`config.mk`:
```
export PLATFORM = sky130hd
export DESIGN_NAME = histogram_value_statistics_core
export DESIGN_NICKNAME = d
export VERILOG_FILES = /design/src/rtl/hvs_pkg.sv /design/src/rtl/hvs_front.sv /design/src/rtl/hvs_queue.sv /design/src/rtl/hvs_div.sv /design/src/rtl/hvs_back.sv /design/src/rtl/histogram_value_statistics_core.sv
export SDC_FILE = /design/constraint.sdc
export NUM_CORES = 2
export LEC_CHECK = 0
export CORE_AREA = 5 5 399 401
export DETAILED_ROUTE_END_ITERATION = 7
export DIE_AREA = 0 0 404 406
export DONT_BUFFER_PORTS = 1
export PLACE_DENSITY_LB_ADDON = 0.3
export SLEW_MARGIN = 25
export SYNTH_ARGS = -nofsm -noshare
export SYNTH_HDL_FRONTEND = slang
export SYNTH_HIERARCHICAL = 1
export SYNTH_SLANG_ARGS = --single-unit
export TNS_END_PERCENT = 100
```
`constraint.sdc`:
```
create_clock -name clk -period 6.3 [get_ports clk]
set_input_delay 1.26 -clock clk [delete_from_list [all_inputs] [get_ports clk]]
set_output_delay 1.26 -clock clk [all_outputs]
set_load 0.1 [all_outputs]
```
`src/rtl/hvs_pkg.sv`:
```
// Shared types and constants of the histogram statistics block.
package hvs_pkg;

	// Default configuration of the block.
	localparam int MAX_VALUE_DEF  = 100;
	localparam int COUNT_BITS_DEF = 16;

	// Fraction bits of the average.
	localparam int FRAC_W = 8;

	// Bin index carried through the request queue; wide enough for a MAX_VALUE of up to 255.
	localparam int BIN_IDX_W = 8;

	// Widths of the sample and result ports.
	localparam int SAMPLE_W  = 7;
	localparam int CNT_OUT_W = 16;
	localparam int AVG_OUT_W = 15;
	localparam int VAL_OUT_W = 7;

	// Request queue between the front and the back.
	localparam int Q_DEPTH = 4;
	localparam int Q_PTR_W = 2;

	// Classified request kinds.
	typedef enum logic [1:0] {
		OP_ADD    = 2'd0,
		OP_DROP   = 2'd1,
		OP_FINISH = 2'd2
	} op_t;

	typedef struct packed {
		op_t                  op;
		logic [BIN_IDX_W-1:0] bin;
	} item_t;

	typedef struct packed {
		logic [CNT_OUT_W-1:0] count;
		logic [AVG_OUT_W-1:0] average_q8;
		logic [VAL_OUT_W-1:0] highest;
		logic [VAL_OUT_W-1:0] lowest;
		logic [CNT_OUT_W-1:0] above_count;
		logic [CNT_OUT_W-1:0] below_count;
		logic                 empty_res;
		logic                 dropped;
	} res_t;

endpackage

```
`src/rtl/hvs_front.sv`:
```
// Front end: accepts input requests and classifies them for the back end.
module hvs_front import hvs_pkg::*; #(
	parameter int MAX_VALUE = MAX_VALUE_DEF
) (
	input  logic                push,
	input  logic                full,
	input  logic                action,
	input  logic [SAMPLE_W-1:0] sample,
	output logic                q_wr,
	output item_t               q_item
);

	logic [BIN_IDX_W-1:0] bin_ext;

	// A request is taken whenever the queue has room.
	assign q_wr = push && !full;

	assign bin_ext = BIN_IDX_W'(sample);

	// Finish requests go straight through; samples above the top bin are marked as drops.
	always_comb begin
		q_item.bin = bin_ext;
		if (action) begin
			q_item.op = OP_FINISH;
		end else if (bin_ext > BIN_IDX_W'(MAX_VALUE)) begin
			q_item.op = OP_DROP;
		end else begin
			q_item.op = OP_ADD;
		end
	end

endmodule

```
`src/rtl/hvs_queue.sv`:
```
// Short request queue that decouples the front end from the back end.
module hvs_queue import hvs_pkg::*; (
	input  logic  clk,
	input  logic  arst_n,
	input  logic  wr,
	input  item_t wr_item,
	output logic  full,
	input  logic  rd,
	output item_t rd_item,
	output logic  avail
);

	item_t              slot_q [Q_DEPTH];
	logic [Q_PTR_W-1:0] wr_ptr_q;
	logic [Q_PTR_W-1:0] rd_ptr_q;
	logic [Q_PTR_W:0]   fill_q;
	logic               do_wr;
	logic               do_rd;

	assign full    = (fill_q == (Q_PTR_W + 1)'(Q_DEPTH));
	assign avail   = (fill_q != '0);
	assign rd_item = slot_q[rd_ptr_q];
	assign do_wr   = wr && !full;
	assign do_rd   = rd && avail;

	// Storage slots carry no reset.
	always_ff @(posedge clk) begin
		if (do_wr) begin
			slot_q[wr_ptr_q] <= wr_item;
		end
	end

	// Pointers and fill level.
	always_ff @(posedge clk or negedge arst_n) begin
		if (!arst_n) begin
			wr_ptr_q <= '0;
			rd_ptr_q <= '0;
			fill_q   <= '0;
		end else begin
			if (do_wr) begin
				wr_ptr_q <= Q_PTR_W'(wr_ptr_q + 1'b1);
			end
			if (do_rd) begin
				rd_ptr_q <= Q_PTR_W'(rd_ptr_q + 1'b1);
			end
			if (do_wr && !do_rd) begin
				fill_q <= (Q_PTR_W + 1)'(fill_q + 1'b1);
			end else if (do_rd && !do_wr) begin
				fill_q <= (Q_PTR_W + 1)'(fill_q - 1'b1);
			end
		end
	end

endmodule

```
`src/rtl/hvs_div.sv`:
```
// Restoring divider that produces one quotient bit per cycle.
module hvs_div import hvs_pkg::*; #(
	parameter int DVD_W = 31,
	parameter int DVS_W = COUNT_BITS_DEF
) (
	input  logic             clk,
	input  logic             arst_n,
	input  logic             start,
	input  logic [DVD_W-1:0] dividend,
	input  logic [DVS_W-1:0] divisor,
	output logic             done,
	output logic [DVD_W-1:0] quotient
);

	localparam int STEP_W = $clog2(DVD_W + 1);

	logic              busy_q;
	logic              done_q;
	logic [STEP_W-1:0] step_q;
	logic [DVS_W-1:0]  dvs_q;
	logic [DVS_W-1:0]  rem_q;
	logic [DVD_W-1:0]  quo_q;
	logic [DVS_W:0]    trial;
	logic              fits;

	// Bring down the next dividend bit and try to subtract the divisor.
	assign trial = {rem_q, quo_q[DVD_W-1]};
	assign fits  = (trial >= {1'b0, dvs_q});

	assign done     = done_q;
	assign quotient = quo_q;

	// Datapath: the dividend shifts out as the quotient shifts in.
	always_ff @(posedge clk) begin
		if (start) begin
			dvs_q <= divisor;
			rem_q <= '0;
			quo_q <= dividend;
		end else if (busy_q) begin
			rem_q <= fits ? DVS_W'(trial - {1'b0, dvs_q}) : DVS_W'(trial);
			quo_q <= {quo_q[DVD_W-2:0], fits};
		end
	end

	// Step control.
	always_ff @(posedge clk or negedge arst_n) begin
		if (!arst_n) begin
			busy_q <= 1'b0;
			done_q <= 1'b0;
			step_q <= '0;
		end else begin
			done_q <= 1'b0;
			if (start) begin
				busy_q <= 1'b1;
				step_q <= STEP_W'(DVD_W);
			end else if (busy_q) begin
				step_q <= STEP_W'(step_q - 1'b1);
				if (step_q == STEP_W'(1)) begin
					busy_q <= 1'b0;
					done_q <= 1'b1;
				end
			end
		end
	end

endmodule

```
`src/rtl/hvs_back.sv`:
```
// Back end: bins samples into the histogram memory and builds the report.
module hvs_back import hvs_pkg::*; #(
	parameter int MAX_VALUE  = MAX_VALUE_DEF,
	parameter int COUNT_BITS = COUNT_BITS_DEF
) (
	input  logic  clk,
	input  logic  arst_n,
	input  item_t q_item,
	input  logic  q_avail,
	output logic  q_pop,
	output res_t  res,
	output logic  res_vld,
	input  logic  res_pop
);

	localparam int NUM_BINS = MAX_VALUE + 1;
	localparam int VAL_W    = $clog2(NUM_BINS);
	localparam int SCAN_W   = $clog2(NUM_BINS + 1);
	localparam int SUM_W    = COUNT_BITS + VAL_W;
	localparam int DVD_W    = SUM_W + FRAC_W;
	localparam int AVG_W    = VAL_W + FRAC_W;

	typedef enum logic [4:0] {
		ST_RUN   = 5'b00001,
		ST_SUM   = 5'b00010,
		ST_DIV   = 5'b00100,
		ST_SPLIT = 5'b01000,
		ST_EMIT  = 5'b10000
	} state_t;

	state_t state_q;

	// Histogram memory with one valid bit per bin; an invalid bin reads as zero.
	logic [COUNT_BITS-1:0] bin_mem [NUM_BINS];
	logic [NUM_BINS-1:0]   bin_vld_q;
	logic [VAL_W-1:0]      rd_addr;
	logic [COUNT_BITS-1:0] rd_data_q;
	logic                  rd_vld_q;
	logic [COUNT_BITS-1:0] rd_val;

	logic [COUNT_BITS-1:0] total_q;
	logic                  drop_q;

	// Sample binning stage.
	logic                  add_vld_s1;
	logic [VAL_W-1:0]      add_idx_s1;
	logic                  byp_s1;
	logic [COUNT_BITS-1:0] byp_val_s1;
	logic [COUNT_BITS-1:0] add_old;
	logic [COUNT_BITS-1:0] add_new;

	// Request decode.
	logic             issue_add;
	logic             set_drop;
	logic             start_fin;
	logic [VAL_W-1:0] head_idx;

	// Histogram scans.
	logic [SCAN_W-1:0] scan_idx_q;
	logic              scan_issue;
	logic              scan_end;
	logic              scan_vld_s1;
	logic [VAL_W-1:0]  scan_idx_s1;
	logic [SUM_W-1:0]  prod;
	logic [SUM_W-1:0]  prod_s2;
	logic              prod_vld_s2;
	logic              sum_done;

	// Report accumulators.
	logic [SUM_W-1:0]      sum_q;
	logic                  found_q;
	logic [VAL_W-1:0]      hi_q;
	logic [VAL_W-1:0]      lo_q;
	logic [AVG_W-1:0]      avg_q;
	logic [VAL_W-1:0]      avg_int;
	logic [COUNT_BITS-1:0] above_q;
	logic [COUNT_BITS-1:0] below_q;
	logic                  emp_q;

	// Divider hookup.
	logic             div_start;
	logic             div_done;
	logic [DVD_W-1:0] div_quo;

	// Result register.
	res_t res_q;
	logic res_vld_q;
	logic res_load;

	assign head_idx = VAL_W'(q_item.bin);
	assign rd_val   = rd_vld_q ? rd_data_q : '0;
	assign add_old  = byp_s1 ? byp_val_s1 : rd_val;
	assign add_new  = COUNT_BITS'(add_old + 1'b1);
	assign avg_int  = avg_q[AVG_W-1:FRAC_W];

	// Decode the request at the head of the queue while the histogram is live.
	always_comb begin
		q_pop     = 1'b0;
		issue_add = 1'b0;
		set_drop  = 1'b0;
		start_fin = 1'b0;
		if ((state_q == ST_RUN) && q_avail) begin
			case (q_item.op)
				OP_ADD: begin
					q_pop = 1'b1;
					if (total_q == '1) begin
						set_drop = 1'b1;
					end else begin
						issue_add = 1'b1;
					end
				end
				OP_DROP: begin
					q_pop    = 1'b1;
					set_drop = 1'b1;
				end
				OP_FINISH: begin
					// Wait until the last binned sample has been written back.
					if (!add_vld_s1) begin
						q_pop     = 1'b1;
						start_fin = 1'b1;
					end
				end
				default: begin
					q_pop = 1'b1;
				end
			endcase
		end
	end

	// Scan control.
	assign scan_end   = (scan_idx_q == SCAN_W'(NUM_BINS));
	assign scan_issue = ((state_q == ST_SUM) || (state_q == ST_SPLIT)) && !scan_end;
	assign sum_done   = (state_q == ST_SUM) && scan_end && !scan_vld_s1 && !prod_vld_s2;
	assign div_start  = sum_done;
	assign rd_addr    = (state_q == ST_RUN) ? head_idx : scan_idx_q[VAL_W-1:0];
	assign prod       = SUM_W'(rd_val) * SUM_W'(scan_idx_s1);
	assign res_load   = (state_q == ST_EMIT) && (!res_vld_q || res_pop);

	// Memory read port, registered.
	always_ff @(posedge clk) begin
		rd_data_q <= bin_mem[rd_addr];
		rd_vld_q  <= bin_vld_q[rd_addr];
	end

	// Memory write port: the incremented bin count.
	always_ff @(posedge clk) begin
		if (add_vld_s1) begin
			bin_mem[add_idx_s1] <= add_new;
		end
	end

	// Binning pipeline payload; a back-to-back hit on the same bin bypasses the memory.
	always_ff @(posedge clk) begin
		add_idx_s1 <= head_idx;
		byp_s1     <= add_vld_s1 && (add_idx_s1 == head_idx);
		byp_val_s1 <= add_new;
	end

	// Scan pipeline payload and report accumulators.
	always_ff @(posedge clk) begin
		scan_idx_s1 <= scan_idx_q[VAL_W-1:0];
		prod_s2     <= prod;
		if (start_fin) begin
			sum_q   <= '0;
			found_q <= 1'b0;
			hi_q    <= '0;
			lo_q    <= '0;
			avg_q   <= '0;
			above_q <= '0;
			below_q <= '0;
			emp_q   <= (total_q == '0);
		end else begin
			if (prod_vld_s2) begin
				sum_q <= SUM_W'(sum_q + prod_s2);
			end
			if (scan_vld_s1 && (state_q == ST_SUM) && (rd_val != '0)) begin
				hi_q <= scan_idx_s1;
				if (!found_q) begin
					lo_q    <= scan_idx_s1;
					found_q <= 1'b1;
				end
			end
			if (div_done) begin
				avg_q <= AVG_W'(div_quo);
			end
			if (scan_vld_s1 && (state_q == ST_SPLIT)) begin
				if (scan_idx_s1 > avg_int) begin
					above_q <= COUNT_BITS'(above_q + rd_val);
				end else begin
					below_q <= COUNT_BITS'(below_q + rd_val);
				end
			end
		end
	end

	// Result payload.
	always_ff @(posedge clk) begin
		if (res_load) begin
			res_q.count       <= CNT_OUT_W'(total_q);
			res_q.average_q8  <= AVG_OUT_W'(avg_q);
			res_q.highest     <= VAL_OUT_W'(hi_q);
			res_q.lowest      <= VAL_OUT_W'(lo_q);
			res_q.above_count <= CNT_OUT_W'(above_q);
			res_q.below_count <= CNT_OUT_W'(below_q);
			res_q.empty_res   <= emp_q;
			res_q.dropped     <= drop_q;
		end
	end

	// Control state: sequencer, counters, valid bits and flags.
	always_ff @(posedge clk or negedge arst_n) begin
		if (!arst_n) begin
			state_q     <= ST_RUN;
			bin_vld_q   <= '0;
			total_q     <= '0;
			drop_q      <= 1'b0;
			add_vld_s1  <= 1'b0;
			scan_idx_q  <= '0;
			scan_vld_s1 <= 1'b0;
			prod_vld_s2 <= 1'b0;
			res_vld_q   <= 1'b0;
		end else begin
			add_vld_s1  <= issue_add;
			scan_vld_s1 <= scan_issue;
			prod_vld_s2 <= scan_vld_s1 && (state_q == ST_SUM);
			if (scan_issue) begin
				scan_idx_q <= SCAN_W'(scan_idx_q + 1'b1);
			end
			if (issue_add) begin
				total_q <= COUNT_BITS'(total_q + 1'b1);
			end
			if (set_drop) begin
				drop_q <= 1'b1;
			end
			if (add_vld_s1) begin
				bin_vld_q[add_idx_s1] <= 1'b1;
			end
			if (res_pop && res_vld_q && !res_load) begin
				res_vld_q <= 1'b0;
			end

			case (state_q)
				ST_RUN: begin
					if (start_fin) begin
						scan_idx_q <= '0;
						state_q    <= (total_q == '0) ? ST_EMIT : ST_SUM;
					end
				end
				ST_SUM: begin
					if (sum_done) begin
						state_q <= ST_DIV;
					end
				end
				ST_DIV: begin
					if (div_done) begin
						scan_idx_q <= '0;
						state_q    <= ST_SPLIT;
					end
				end
				ST_SPLIT: begin
					if (scan_end && !scan_vld_s1) begin
						state_q <= ST_EMIT;
					end
				end
				ST_EMIT: begin
					// Hand over the report and clear the store for the next set.
					if (res_load) begin
						res_vld_q <= 1'b1;
						bin_vld_q <= '0;
						total_q   <= '0;
						drop_q    <= 1'b0;
						state_q   <= ST_RUN;
					end
				end
				default: begin
					state_q <= ST_RUN;
				end
			endcase
		end
	end

	hvs_div #(
		.DVD_W (DVD_W),
		.DVS_W (COUNT_BITS)
	) u_div (
		.clk      (clk),
		.arst_n   (arst_n),
		.start    (div_start),
		.dividend ({sum_q, {FRAC_W{1'b0}}}),
		.divisor  (total_q),
		.done     (div_done),
		.quotient (div_quo)
	);

	assign res     = res_q;
	assign res_vld = res_vld_q;

endmodule

```
`src/rtl/histogram_value_statistics_core.sv`:
```
// Top level of the histogram statistics block.
//
// Input queue: an action 0 request bins a sample of 0 to MAX_VALUE; larger samples,
// and samples past a full count, are dropped and flagged. An action 1 request closes
// the set and produces one report. A request is taken when push is high and full low.
// Result queue: the report waits on the result ports while empty is low and leaves
// when pop is high.
// Samples are binned one per cycle, while the back end is in its run state and the
// queue holds requests, through a read-modify-write of the histogram memory, whose
// single read port sets that rate. A finish request waits for the last sample write,
// then scans all MAX_VALUE+1 bins for the sum, highest and lowest, runs a bit-serial
// divide of COUNT_BITS+clog2(MAX_VALUE+1)+8 steps, and scans the bins again to split
// the counts around the average. An empty set skips the scans and the divide and goes
// straight to the report. Meanwhile a four-deep request queue keeps taking input
// until it fills.
// Reset empties both queues and clears the histogram, count and drop flag at once.
// If the receiver does not pop, the finished report stays put; binning continues until
// the next finish request, and the back end then holds that next report.
module histogram_value_statistics_core import hvs_pkg::*; #(
	parameter int MAX_VALUE  = MAX_VALUE_DEF,
	parameter int COUNT_BITS = COUNT_BITS_DEF
) (
	input  logic                 clk,
	input  logic                 arst_n,
	input  logic                 push,
	output logic                 full,
	input  logic                 action,
	input  logic [SAMPLE_W-1:0]  sample,
	output logic                 empty,
	input  logic                 pop,
	output logic [CNT_OUT_W-1:0] count,
	output logic [AVG_OUT_W-1:0] average_q8,
	output logic [VAL_OUT_W-1:0] highest,
	output logic [VAL_OUT_W-1:0] lowest,
	output logic [CNT_OUT_W-1:0] above_count,
	output logic [CNT_OUT_W-1:0] below_count,
	output logic                 empty_res,
	output logic                 dropped
);

	logic  q_wr;
	item_t wr_item;
	logic  q_rd;
	item_t rd_item;
	logic  q_avail;
	res_t  res;
	logic  res_vld;

	hvs_front #(
		.MAX_VALUE (MAX_VALUE)
	) u_front (
		.push   (push),
		.full   (full),
		.action (action),
		.sample (sample),
		.q_wr   (q_wr),
		.q_item (wr_item)
	);

	hvs_queue u_queue (
		.clk     (clk),
		.arst_n  (arst_n),
		.wr      (q_wr),
		.wr_item (wr_item),
		.full    (full),
		.rd      (q_rd),
		.rd_item (rd_item),
		.avail   (q_avail)
	);

	hvs_back #(
		.MAX_VALUE  (MAX_VALUE),
		.COUNT_BITS (COUNT_BITS)
	) u_back (
		.clk     (clk),
		.arst_n  (arst_n),
		.q_item  (rd_item),
		.q_avail (q_avail),
		.q_pop   (q_rd),
		.res     (res),
		.res_vld (res_vld),
		.res_pop (pop)
	);

	// Result ports.
	assign empty       = !res_vld;
	assign count       = res.count;
	assign average_q8  = res.average_q8;
	assign highest     = res.highest;
	assign lowest      = res.lowest;
	assign above_count = res.above_count;
	assign below_count = res.below_count;
	assign empty_res   = res.empty_res;
	assign dropped     = res.dropped;

endmodule

```
==> metrics <==
status=finished clean; PortBufs=0; critical path's slowest cell=fa_1; worst min path class=input pin to asynchronous set/reset pin; Hold Fails Final Rpt=0; Residual DRC=0; htree depth=4; Vert. Die Dim=406 um; clk_lat worst skew=860 ps; Sum Neg Setup Slack=0 ps; clock sinks=2,099; startpoint types=register; CP Data Arrival Time=6330 ps; grt total ovfl=0; most frequent cells in the layout=edfxtp_1, nand2_1, a21oi_1, nor2_1, mux2i_1; Starting Density=56.52%; NumNets Final=6,800; Reg clk slew, reported paths=60 ps; Data required, critical path=7030 ps; 1st-iter DRT viols=7,338; total CTS buffers=203; Vias/cell=6.274; max frequency=178.6 MHz; syn_area_per_cell=13.54 sq um; CP cell instances=buf_4 > and3_1 > fa_1 > fa_1 > fa_1 > inv_1 > fa_1 > inv_1 > ha_1 > a21o_1 > a21o_1 > a21oi_1 > nor2_1 > a221oi_1 > a211o_1 > nand2_1 > o41a_1 > xnor2_1; LEAKAGE=35.13 nW; Post-CTS Hold Buffers=0; max-cap viol count=0; wire per inst=25.93 um; Pre-antenna DRT Iters=8; RSZ-0062 raised after global routing=no; clock tree buffer depth=3; Power Dens Cells=505.0 mW/mm^2; min Tclk post-route=5598 ps; overall routed net length=228,900 um; Design Power=49.54 mW; synthesized cell area=0.08778 sq mm; reg2reg end=u_back/prod_s2[22]; CP peak stage delay=510 ps; Crit path top cell by count=fa_1; clock root buffer=clkbuf_16; CTS tree=built; largest net degree at the start of global routing=158; worst slack, placed=788.5 ps; R2R cell count=18; first-pass GRT wire length=342,300 um; R2R Setup Slk=700 ps; share of cells above drive strength 1=11.04%; full die area=0.1640 sq mm; CP Capture Type=register; Die X=404 um; commonest non-fill, non-tap cell in the layout=edfxtp_1; initial antenna violation count=7; DRT antenna net count=0; hpwl dp=136,900 um; Crit Path Category=register to register; Final WS setup=702.3 ps; R2R Path Start=u_back/rd_vld_q; GRT Util Overall=27.87%; Final Max Tran Viols=0; peak supply drop=0.6519 mV; CP bufs+invs=3; Setup Skew=57.31 ps; Vias=55,378; yosys warns=6; critical path's top delay family=adder cells; core area=0.1553 sq mm; I/O Pins=93; # setup viols final=0; Slew HR=12.69%; area delta synth->final=11.77%; # Post-CTS Setup Buffers=0; # rows=145; number of global-route vias before repair=53,797; Worst Tran Pin Value=1298 ps; Synth Instances=6,485; post-CTS sizing=0; Critical Path Fanout Max=68; fin crit share=88.85%; placer's final routability congestion estimate=0.9077
[layout make-up]
type	count	area, sq um
inverter	157	598.1
clock inverter	111	1087
timing repair buffer	228	2140
tap	2058	2575
multi-input combinational	3897	25470
antenna	2	5.005
sequential	2099	60570
clock buffer	274	5663
fill	11225	57190
[sequential cells by signal, summed over array words and instances, names as in the netlist, 15 cells and up]
name                   cells
u_back/res                79
u_back/prod_s2            23
u_back/bin_vld_q         101
u_back/avg_q              15
u_back/u_div/quotient     31
u_back/total_q            16
u_back/byp_val_s1         16
u_back/below_q            16
u_back/u_div/rem_q        16
u_back/rd_data_q          16
u_back/u_div/dvs_q        16
u_back/bin_mem          1616
u_queue/slot_q            36
u_back/sum_q              23
u_back/above_q            16
[routing by layer]
layer	up-vias	GRT usage [%]	wire (um)
met5	-	0	0
li1	24192	-	-
met1	27343	38.09	85710
met3	575	6.736	27020
met2	3268	43.60	105500
met4	0	11.36	10660
[metrics by stage]
| stage | hold WS (ps) | utilization (%) | instances | instance area [sq um] |
|---|---|---|---|---|
| 6_report | 126.3 | 63.17 | 8826 | 98110 |
| 5_1_grt | 68.33 | 63.17 | 8824 | 98100 |
| 4_1_cts | 58.16 | 63.11 | 8821 | 98020 |
| 3_5_place_dp | 418.9 | 58.77 | 8436 | 91270 |
| 3_3_place_gp | 406.2 | 58.71 | 8434 | 91170 |
| 2_1_floorplan | 345.4 | - | 6492 | 87820 |
[worst max path at each step]
stage                                from               endpoint  cells after the start
final                     u_back/rd_vld_q     u_back/prod_s2[22]                     18
after global routing      u_back/rd_vld_q     u_back/prod_s2[22]                     18
after CTS                 u_back/rd_vld_q     u_back/prod_s2[22]                     18
after detailed placement  u_back/rd_vld_q     u_back/prod_s2[22]                     18
after global placement    u_back/rd_vld_q     u_back/prod_s2[22]                     18
after floorplan             u_back/byp_s1  u_back/bin_mem[0][12]                     11
[power breakdown]
part | switching (mW) | internal [mW]
registers | 0.661 | 17.7
logic | 13.5 | 5.59
clock network | 5.25 | 6.86
total | 19.4 | 30.1
No activity file was read; power rests on OpenSTA's default activity.
